### config.mk
export PLATFORM = sky130hd
export DESIGN_NAME = tcp_merge
export DESIGN_NICKNAME = d
export VERILOG_FILES = /design/src/design/tcp_pkg.sv /design/src/design/tcp_merge.sv
export SDC_FILE = /design/constraint.sdc
export NUM_CORES = 1
export LEC_CHECK = 0
export BUFFER_PORTS_ARGS = -buffer_cell sky130_fd_sc_hd__buf_2
export CAP_MARGIN = 10
export CORE_AREA = 2 2 151 153
export DETAILED_ROUTE_END_ITERATION = 10
export DIE_AREA = 0 0 153 155
export GPL_ROUTABILITY_DRIVEN = 0
export HOLD_SLACK_MARGIN = 0.08
export PLACE_DENSITY_LB_ADDON = 0.12
export SETUP_SLACK_MARGIN = 0.15
export SYNTH_ARGS = -nofsm -noshare
export SYNTH_HDL_FRONTEND = slang
export SYNTH_SLANG_ARGS = --single-unit
### constraint.sdc
create_clock -name i_clk -period 1.2 [get_ports i_clk]
set_clock_uncertainty 0.2 [all_clocks]
set_input_delay 0.06 -clock i_clk [delete_from_list [all_inputs] [get_ports i_clk]]
set_output_delay 0.06 -clock i_clk [all_outputs]
set_load 0.03 [all_outputs]
### src/design/tcp_pkg.sv
`timescale 1ns / 1ps
// Shared types, constants and helpers for the triangle cull and project block.
package tcp_pkg;

    localparam int COORD_W  = 32;
    localparam int DIFF_W   = COORD_W + 1;
    localparam int PROD_W   = 2 * DIFF_W;
    localparam int CROSS_W  = PROD_W + 1;
    localparam int SPLIT_W  = 34;
    localparam int LO_W     = SPLIT_W + 1 + DIFF_W;
    localparam int HI_W     = (CROSS_W - SPLIT_W) + DIFF_W;
    localparam int TERM_W   = HI_W + SPLIT_W;
    localparam int DOT_W    = TERM_W + 2;

    localparam int NUM_W    = COORD_W + DIFF_W;
    localparam int MAG_W    = NUM_W + 1;
    localparam int DEN_W    = DIFF_W + 1;
    localparam int DIV_BITS = 34;
    localparam int TOP_W    = MAG_W - DIV_BITS;
    localparam int QS_W     = DIV_BITS + 2;
    localparam int RES_W    = QS_W + 1;

    localparam int LANE_PRE   = 4;
    localparam int PROJ_LAT   = LANE_PRE + DIV_BITS + 1;
    localparam int CULL_LAT   = 6;
    localparam int STATUS_DLY = PROJ_LAT - CULL_LAT;
    localparam int PIPE_DEPTH = PROJ_LAT + 2;

    localparam logic [1:0] ST_DRAWN   = 2'd0;
    localparam logic [1:0] ST_CULLED  = 2'd1;
    localparam logic [1:0] ST_BEHIND  = 2'd2;
    localparam logic [1:0] ST_ONPLANE = 2'd3;

    localparam logic [1:0] CFG_EYE_X  = 2'd0;
    localparam logic [1:0] CFG_EYE_Y  = 2'd1;
    localparam logic [1:0] CFG_EYE_Z  = 2'd2;
    localparam logic [1:0] CFG_CULL   = 2'd3;

    localparam logic [COORD_W-1:0] EYE_Z_RESET = 32'd6553600;

    localparam logic signed [COORD_W-1:0] SAT_MAX = 32'sh7FFFFFFF;
    localparam logic signed [COORD_W-1:0] SAT_MIN = 32'sh80000000;

    typedef logic signed [COORD_W-1:0] t_coord;
    typedef logic signed [DIFF_W-1:0]  t_diff;

    typedef struct packed {
        t_coord x;
        t_coord y;
        t_coord z;
    } t_vertex;

    typedef struct packed {
        logic cull;
        logic behind;
        logic onplane;
    } t_cull_flags;

    typedef struct packed {
        logic [1:0] status;
        t_coord     p0_x;
        t_coord     p0_y;
        t_coord     p1_x;
        t_coord     p1_y;
        t_coord     p2_x;
        t_coord     p2_y;
    } t_result;

    function automatic t_diff sub_ext(input t_coord a, input t_coord b);
        t_diff r;
        r = $signed({a[COORD_W-1], a}) - $signed({b[COORD_W-1], b});
        return r;
    endfunction

endpackage

### src/design/tcp_merge.sv
`timescale 1ns / 1ps
// Output stage: joins the status with the six lane results, zeroing on reject.
module tcp_merge (
    input  logic             i_clk,
    input  logic             i_en,
    input  logic [1:0]       i_status,
    input  tcp_pkg::t_coord  i_p [6],
    output tcp_pkg::t_result o_res
);

    tcp_pkg::t_result n_res, r_res;
    logic n_draw;

    always_comb begin
        n_draw       = (i_status == tcp_pkg::ST_DRAWN);
        n_res.status = i_status;
        n_res.p0_x   = n_draw ? i_p[0] : '0;
        n_res.p0_y   = n_draw ? i_p[1] : '0;
        n_res.p1_x   = n_draw ? i_p[2] : '0;
        n_res.p1_y   = n_draw ? i_p[3] : '0;
        n_res.p2_x   = n_draw ? i_p[4] : '0;
        n_res.p2_y   = n_draw ? i_p[5] : '0;
    end

    always_ff @(posedge i_clk) begin
        if (i_en) begin
            r_res <= n_res;
        end
    end

    assign o_res = r_res;

endmodule
Yosys cells after proc, flatten, opt, wreduce, memory -nomap -nowiden
Index checks and enable logic that the tools add are counted.
Widths: inputs -> output; s select.
{"block": "totals", "wordCells": 8, "output_inout_bits": 194, "inputBits": 196, "register_bits": 194}
{"block": "op_classes", "reduce_logical": 1}
{"operator": "$logic_not 2->1", "n": 1}

Depth between registers and ports, before layout
Gate-level depths: netlist of the first run.
{"block": "depth", "ltp_word": 1, "mapped_depth": 3, "depth_no_buf": 1}

Worst setup path after synthesis of the first run
Ideal clock, no wire load.
{"block": "synth_path", "path_type": "input port to flip-flop", "start": "input port i_status[0]", "end": "register r_res (netlist bit o_res[100]), data pin", "arrival_time_ns": 0.451, "t_required_ns": 0.744, "path_buffers": 2, "setup_ns": 0.256, "slack_ns": 0.293, "stages": 3, "path_cell_list": "buf_4 > buf_6 > nor3b_2"}
{"block": "synth_between", "elab_chain_len": 1}
{"item": "start, declared", "line_no": "tcp_merge.sv:6", "source": "input logic [1:0] i_status,"}
{"item": "$logic_not 2->1", "line_no": "tcp_merge.sv:15", "source": "n_draw = (i_status == tcp_pkg::ST_DRAWN);"}
{"item": "end signal, assigned", "line_no": "tcp_merge.sv:27", "source": "r_res <= n_res;"}
{"item": "end, declared", "line_no": "tcp_merge.sv:11", "source": "tcp_pkg::t_result n_res, r_res;"}
Every way passes these cells.
A chain may end at the register's enable or synchronous reset.

Worst setup path in the final report of the first run
{"block": "layout_path", "start": "register r_res (netlist bit o_res[58])", "end": "output port o_res[58] in the netlist's numbering"}
{"item": "end, declared", "line_no": "tcp_merge.sv:8", "source": "output tcp_pkg::t_result o_res"}
No word-level cell between the ends.

==> results of run 1 <==
-- layout make-up --
| type | count | area share (%) |
|---|---|---|
| flip-flops and latches | 194 | 39.7 |
| clock inverters | 14 | 0.887 |
| well taps | 285 | 2.43 |
| repair buffers | 619 | 38.1 |
| clock buffers | 17 | 2.90 |
| multi-input cells | 192 | 16.0 |
-- layer usage --
layer	up-vias	GRT usage [%]	part of all wire (%)
met1	2981	22.7	37
met5	-	0	0
li1	2844	-	-
met3	30	7.38	8.4
met4	0	7.45	2.2
met2	272	37.1	52
-- cell families (layout without fill, tap and decap cells) --
group	count (synthesis)	after routing	share of synthesized area, %
flip-flops	194	194	67.6
buffers and inverters	42	650	5.24
AND/OR/NAND/NOR	192	192	27.2
-- power breakdown --
group          switching (W)  leakage [nW]  total, W  internal [W]
logic                0.00193          3.58   0.00383       0.00190
clock network        0.00261         0.261   0.00550       0.00288
registers           0.000243          1.86   0.00823       0.00799
-- what timing repair did --
action | in CTS | in global routing
hold buffers | 193 | 1
resized for setup | 388 | 0
endpoints found under the setup margin | 194 | 198
hold endpoints to repair | 388 | 250
-- metrics by stage --
step                      utilization [%]  setup slack (ns)  area, µm²
after global routing                 66.0            -0.143      14700
final                                66.0            -0.103      14700
after floorplan                         -             0.293       8620
after global placement               49.3             0.103      11000
after CTS                            66.0            -0.143      14700
after detailed placement             49.3            0.0890      11000
-- cell usage in the layout (no fill, tap or decap) --
cell type and n:
dlygate4sd3_1 193, clkinv_1 2, nor3b_1 12, inv_8 2, buf_8 2, buf_6 195
nor3b_2 180, clkinv_4 1, bufinv_16 1, inv_6 3, clkinv_2 1, clkinvlp_4 4
buf_4 22, edfxtp_1 194, clkbuf_16 17, buf_12 15, buf_2 192
-- worst paths after layout --
kind	endpoint	slack, ns	start
worst min-delay path	o_res[62]	-0.22	i_en
worst max-delay path	o_res[58]	-0.10	o_res[58]
==> results.md, run 1 <==
- Outcome: finished, violations left
- Failing checks: hold timing, setup timing
- H-Tree Level Count: 4
- Total of max-cap violations: 0
- Critical Path End Type: output port
- Worst Path Buf+Inv: 1
- Yosys top cell by area: edfxtp_1
- DIE HEIGHT: roughly 160 µm
- Synthesized area per cell: about 20 µm²
- CTS tree: built
- Die ar.: about 24000 µm²
- Number of global-route vias before repair: about 6700
- N_diodes: 0
- CTS root buffer: clkbuf_16
- # clock sinks: 194
- Share of the synthesized area in the top cell type: 67.6%
- IO Port Bufs: approximately 390
- Peak VDD IR: ~0.00085 V
- Multi-input gate area: 2340 µm²
- Hold_ws: -0.220 ns
- Post-Route WL: ~25000 µm
- Crit path DAT: between 1 and 1.5 ns
- Critical Path Slowest Stage Cell: edfxtp_1
- Crit path time final: between 1 and 1.5 ns
- Hold path cells: 1
- Post-route ant nets: 0
- Max Slew Vio Count: 0
- DR iter-0 viols: 284
- RSZ-0062 raised after global routing: true
- Endpoints failing hold: roughly 150
- Seq/Total Area, Yosys: 67.6%
- DR vias: 6127
- Fin Setup TNS: -5.51 ns
- Yosys cell types: 7
- # Post-CTS Setup Buffers: 0
- P&R area growth vs syn: 70.1%
- Main flop type after synthesis: edfxtp_1
- Worst Hold Class: in2reg
- Commonest cells post-synth: 194 x edfxtp_1, 180 x nor3b_2, 38 x buf_6, 12 x nor3b_1, 2 x buf_4
- Top cells by area, synth: edfxtp_1 68%, nor3b_2 26%, buf_6 5.0%
- PnR Total Power: about 0.018 W
- Register area: 5830 µm²
- Overflow after GRT: 0
- Worst Path Max Fanout: 1
- Synthesis-stage register bit count: about 190
- Fraction of registers with async set/reset: 0%
- Dpl cells: between 1000 and 1500
- Final nets: between 1000 and 1500
- Fmax: around 770 MHz
- First-pass GRT wire length: approximately 38000 µm
- Fill cell count: between 1500 and 2000
- Number of stages on the worst setup path: 1
- EDFF count, synth: roughly 190
- Cells along the critical path: buf_6
- Final Cycle Share: 109%
- Cell count after synthesis: 428
- Post-Syn Area: 8620 µm²
- Max reg flops: slightly below 200
- Final setup margin: -0.103 ns
- Layout cells sized above 1: 61.3%
- Num ports: 390
- Drt wl/cell: ~19 µm
- Worst-Margin Slew: about 0.27 ns
- CP startpoint kind: flop
- CTS buffer count: 17
- Core footprint: 22200 µm²
- First-pass DRT Iterations: 4
- CP top delay family: flip-flops
- Syn_nets: 624
- Row count: 55
- Final setup vio count: slightly below 200
- Worst rel slew slack: approximately four fifths
- DRC: 0
- Detail Placement HPWL: ~16000 µm
- Die Wd: about 150 µm
- Reg clk slew, reported paths: about 0.080 ns
- Total global-route track usage: 20.7%
- P per Cell Area: roughly 1200 nW/µm²
- Largest net degree at the start of global routing: 44
- Via-to-Cell Ratio: about 4.6
- Leak: ~5.7 nW
- Synth warn: 0
- Non-filler cells, final: between 1000 and 1500
- Initial antenna violation count: 0
- Initial Utilization: between 30% and 40%
- CTS Buffer Depth: 2
- Max incr delay on CP: 0.45 ns
- Setup CP Type: reg2out
- Worst Path Required: between 0.9 and 1 ns
- Most common cell in the netlist: edfxtp_1
(Power assumes the default switching activity.)
==> inputs of run 2 (changes only) <==
SETUP_SLACK_MARGIN = not set   (was 0.15)
==> results.md, run 2 (synthesis results as in run 1) <==
- Fill cell count: 1544 (unchanged)
- Max Slew Vio Count: 0 (unchanged)
- Largest net degree at the start of global routing: 44 (unchanged)
- Setup CP Type: reg2out (unchanged)
- Initial antenna violation count: 0 (unchanged)
- N_diodes: 0 (unchanged)
- Row count: 55 (unchanged)
- DIE HEIGHT: 155 µm (unchanged)
- Commonest non-fill, non-tap cell in the layout: dlygate4sd3_1 (was buf_6)
- Layout cells sized above 1: 60.9% (was 61.3%)
- Total of max-cap violations: 0 (unchanged)
- RSZ-0062 raised after global routing: true (unchanged)
- H-Tree Level Count: 4 (unchanged)
- Number of global-route vias before repair: 6709 (was 6682)
- First-pass GRT wire length: 37700 µm (was 37500 µm)
- PnR Total Power: 0.0176 W (about the same)
- Die Wd: 153 µm (unchanged)
- CTS Buffer Depth: 2 (unchanged)
- Critical Path End Type: output port (unchanged)
- Most frequent cells in the layout: 199 x dlygate4sd3_1, 195 x buf_6, 194 x edfxtp_1, 192 x buf_2, 180 x nor3b_2 (was 195 x buf_6, 194 x edfxtp_1, 193 x dlygate4sd3_1, 192 x buf_2, 180 x nor3b_2)
- Cells along the critical path: buf_6 (unchanged)
- Overflow after GRT: 0 (unchanged)
- Initial Utilization: 38.8% (unchanged)
- CTS buffer count: 17 (unchanged)
- Via-to-Cell Ratio: 4.63 (was 4.64)
- CP top delay family: flip-flops (unchanged)
- P&R area growth vs syn: 71.0% (was 70.1%)
- Max reg flops: 194 (unchanged)
- Hold_ws: -0.219 ns (was -0.220 ns)
- First-pass DRT Iterations: 4 (unchanged)
- Die ar.: 23700 µm² (unchanged)
- Post-Route WL: 24900 µm (was 24800 µm)
- IO Port Bufs: 389 (unchanged)
- Final setup margin: -0.102 ns (was -0.103 ns)
- Core footprint: 22200 µm² (unchanged)
- Worst rel slew slack: 81.9% (was 81.8%)
- CTS tree: built (unchanged)
- Endpoints failing hold: 143 (was 145)
- Failing checks: hold timing, setup timing (unchanged)
- Final nets: 1227 (was 1220)
- CTS root buffer: clkbuf_16 (unchanged)
- Worst-Margin Slew: 0.271 ns (was 0.272 ns)
- Fin Setup TNS: -5.54 ns (was -5.51 ns)
- Peak VDD IR: 0.000852 V (was 0.000850 V)
- Leak: 5.73 nW (was 5.69 nW)
- # clock sinks: 194 (unchanged)
- CP startpoint kind: flop (unchanged)
- Critical Path Slowest Stage Cell: edfxtp_1 (unchanged)
- Worst Path Buf+Inv: 1 (unchanged)
- Num ports: 390 (unchanged)
- Crit path DAT: 1.04 ns (about the same)
- Max incr delay on CP: 0.45 ns (about the same)
- # Post-CTS Setup Buffers: 0 (unchanged)
- Outcome: finished, violations left (unchanged)
- Final setup vio count: 194 (unchanged)
- Worst Path Required: 0.94 ns (about the same)
- Crit path time final: 1.30 ns (about the same)
- Reg clk slew, reported paths: 0.07 ns (was 0.08 ns)
- Total global-route track usage: 20.8% (was 20.7%)
- DR vias: 6155 (was 6127)
- Drt wl/cell: 18.7 µm (about the same)
- DR iter-0 viols: 289 (was 284)
- Final Cycle Share: 109% (about the same)
- P per Cell Area: 1190 nW/µm² (was 1200 nW/µm²)
- DRC: 0 (unchanged)
- Detail Placement HPWL: 16400 µm (unchanged)
- Fmax: 768 MHz (about the same)
- Post-route ant nets: 0 (unchanged)
- Worst Path Max Fanout: 1 (unchanged)
- Worst Hold Class: in2reg (unchanged)
-- run 2: worst paths after layout --
| path | start | end | cells after the start |
|---|---|---|---|
| setup / recovery | o_res[58] | o_res[58] | 1 |
| hold / removal | i_en | o_res[62] | 1 |
-- run 2: timing repair --
| action | in CTS | in global routing |
|---|---|---|
| hold buffers | 197 | 4 |
| pin swaps | 0 | 0 |
| gates cloned | 0 | 0 |
| setup endpoints to repair | 194 | 198 |
| resized for setup | 388 | 1 |
| hold endpoints to repair | 388 | 249 |
-- run 2: metrics by stage --
step	setup slack, ns	instance area (µm²)	utilization [%]	cells
floorplan	0.293	8620	-	428
global placement	0.103	11000	49.3	1097
detailed placement	0.0890	11000	49.3	1097
CTS	-0.143	14700	66.2	1325
global route	-0.143	14700	66.3	1328
finish	-0.102	14700	66.3	1328
-- run 2: report_power, final --
group / switching, W / total [W] / internal (W)
Clock: 0.00261 / 0.00549 / 0.00288
Sequential: 0.000243 / 0.00823 / 0.00799
Combinational: 0.00194 / 0.00385 / 0.00192
-- run 2: per-layer routing --
layer  track usage [%]  vias to the layer above  part of all wire, %
met5                 0                        -                    0
met4              7.45                        0                  2.2
met1              22.8                     2981                   37
met2              37.2                      284                   52
li1                  -                     2860                    -
met3              7.38                       30                  8.5
-- run 2: layout make-up --
class	instances	area, µm²	area share, %
clock buffer	17	425	2.89
clock inverter	14	130	0.883
multi-input combinational	192	2340	15.9
sequential	194	5830	39.5
tap	285	357	2.42
timing repair buffer	626	5660	38.4
==> inputs of run 3 (changes only) <==
--- a/config.mk
+++ b/config.mk
@@ -9,5 +9,5 @@
 export CAP_MARGIN = 10
-export CORE_AREA = 2 2 151 153
+export CORE_AREA = 3 3 152 154
 export DETAILED_ROUTE_END_ITERATION = 10
-export DIE_AREA = 0 0 153 155
+export DIE_AREA = 0 0 155 157
 export GPL_ROUTABILITY_DRIVEN = 0
@@ -15,2 +15,3 @@
 export PLACE_DENSITY_LB_ADDON = 0.12
+export REMOVE_ABC_BUFFERS = 1
 export SYNTH_ARGS = -nofsm -noshare
==> constraint.sdc (replaced) <==
create_clock -name i_clk -period 1.2 [get_ports i_clk]
set_clock_uncertainty 0.2 [all_clocks]
set_input_delay 0.36 -clock i_clk [delete_from_list [all_inputs] [get_ports i_clk]]
set_output_delay 0.36 -clock i_clk [all_outputs]
set_load 0.03 [all_outputs]
==> results.md, run 3 (synthesis results as in run 1) <==
- Fill cell count: 1518 (was 1544)
- Crit path DAT: 1.04 ns (about the same)
- Hold_ws: 0.0832 ns (was -0.219 ns)
- Peak VDD IR: 0.000843 V (was 0.000852 V)
- Via-to-Cell Ratio: 4.70 (was 4.63)
- DR iter-0 viols: 268 (was 289)
- Post-route core utilization: 66.1% (was 66.3%)
- Max reg flops: 194 (unchanged)
- Critical Path End Type: output port (unchanged)
- Crit path time final: 1.60 ns (was 1.30 ns)
- First-pass GRT wire length: 38000 µm (was 37700 µm)
- Initial Utilization: 39.5% (was 38.8%)
- # Post-CTS Setup Buffers: 0 (unchanged)
- Worst Path Buf+Inv: 1 (unchanged)
- CTS buffer count: 17 (unchanged)
- Initial antenna violation count: 2 (was 0)
- Drt wl/cell: 19.5 µm (was 18.7 µm)
- Final nets: 1194 (was 1227)
- Met3 GRT Util: 8.61% (was 7.38%)
- Final Cycle Share: 133% (was 109%)
- Worst rel slew slack: 82.6% (was 81.9%)
- Failing checks: setup timing (was hold timing, setup timing)
- Overflow after GRT: 0 (unchanged)
- Max incr delay on CP: 0.44 ns (was 0.45 ns)
- Worst slack, placed: -0.201 ns (was 0.0890 ns)
- Gr busiest metal: met2 (unchanged)
- GR Util met2: 36.0% (was 37.2%)
- Total of max-cap violations: 0 (unchanged)
- DIE HEIGHT: 157 µm (was 155 µm)
- Critical Path Slowest Stage Cell: edfxtp_1 (unchanged)
- Max Slew Vio Count: 0 (unchanged)
- DRC: 0 (unchanged)
- Post-route ant nets: 0 (unchanged)
- Die Wd: 155 µm (was 153 µm)
- Fin Setup TNS: -64.86 ns (was -5.54 ns)
- Post-Route WL: 25200 µm (was 24900 µm)
- Commonest non-fill, non-tap cell in the layout: buf_6 (was dlygate4sd3_1)
- Global Route met1 Usage: 21.4% (was 22.8%)
- RSZ-0062 raised after global routing: true (unchanged)
- DR vias: 6071 (was 6155)
- Number of global-route vias before repair: 6736 (was 6709)
- Final setup vio count: 197 (was 194)
- Detail Placement HPWL: 17300 µm (was 16400 µm)
- Leak: 5.62 nW (was 5.73 nW)
- Reg clk slew, reported paths: 0.07 ns (about the same)
- Worst Path Required: 0.64 ns (was 0.94 ns)
- Core footprint: 21800 µm² (was 22200 µm²)
- Row count: 54 (was 55)
- P&R area growth vs syn: 67.4% (was 71.0%)
- H-Tree Level Count: 4 (unchanged)
- CTS tree: built (unchanged)
- CTS Buffer Depth: 2 (unchanged)
- Total global-route track usage: 20.4% (was 20.8%)
- Num ports: 390 (unchanged)
- Endpoints failing hold: 0 (was 143)
- Cells along the critical path: buf_6 (unchanged)
- Fmax: 626 MHz (was 768 MHz)
- CP startpoint kind: flop (unchanged)
- Worst Path Max Fanout: 1 (unchanged)
- Final setup margin: -0.398 ns (was -0.102 ns)
- Setup CP Type: reg2out (unchanged)
- Layout cells sized above 1: 62.9% (was 60.9%)
- P per Cell Area: 1220 nW/µm² (was 1190 nW/µm²)
- CTS root buffer: clkbuf_16 (unchanged)
- Largest net degree at the start of global routing: 51 (was 44)
- Worst-Margin Slew: 0.261 ns (was 0.271 ns)
- First-pass DRT Iterations: 4 (unchanged)
- Worst Hold Class: in2reg (unchanged)
- CP top delay family: flip-flops (unchanged)
- Die ar.: 24300 µm² (was 23700 µm²)
- Outcome: finished, violations left (unchanged)
- # clock sinks: 194 (unchanged)
- IO Port Bufs: 389 (unchanged)
- Most frequent cells in the layout: 195 x buf_6, 194 x edfxtp_1, 192 x buf_2, 180 x nor3b_2, 166 x dlygate4sd3_1 (was 199 x dlygate4sd3_1, 195 x buf_6, 194 x edfxtp_1, 192 x buf_2, 180 x nor3b_2)
-- run 3: metrics by stage --
| stage | cells | instance area [µm²] | total power [W] |
|---|---|---|---|
| after floorplan | 386 | 8170 | 0.00958 |
| after global placement | 1091 | 10900 | 0.0110 |
| after detailed placement | 1091 | 10900 | 0.0111 |
| after CTS | 1291 | 14400 | 0.0178 |
| after global routing | 1292 | 14400 | 0.0183 |
| final | 1292 | 14400 | 0.0176 |
-- run 3: routing by layer --
layer / up-vias / share of wire [%]
li1: 2788 / -
met1: 2917 / 34
met2: 312 / 53
met3: 52 / 9.9
met4: 2 / 3.4
met5: - / 0.028
-- run 3: cell type report --
type / count / area [µm²] / area share, %
clock inverters: 14 / 145 / 1.01
clock buffers: 18 / 429 / 2.97
diodes: 1 / 2.50 / 0.0173
multi-input cells: 192 / 2340 / 16.2
repair buffers: 593 / 5330 / 37.0
flip-flops and latches: 194 / 5830 / 40.4
well taps: 280 / 350 / 2.43
-- run 3: path summary, 6_finish.rpt --
path / from / endpoint / slack [ns] / cells past startpoint
max: o_res[42] / o_res[42] / -0.40 / 1
min: i_p[23] / o_res[23] / 0.08 / 2
-- run 3: power by group --
part	internal, W	switching [W]	leakage (nW)
Sequential	0.00799	0.000240	1.86
Clock	0.00294	0.00269	0.278
Combinational	0.00185	0.00193	3.49
Total	0.0128	0.00486	5.62
-- run 3: repair_timing --
item	in CTS	in global routing
endpoints found under the hold margin	168	0
gates resized for setup	388	2
setup endpoints to repair	194	196
hold buffers	168	0
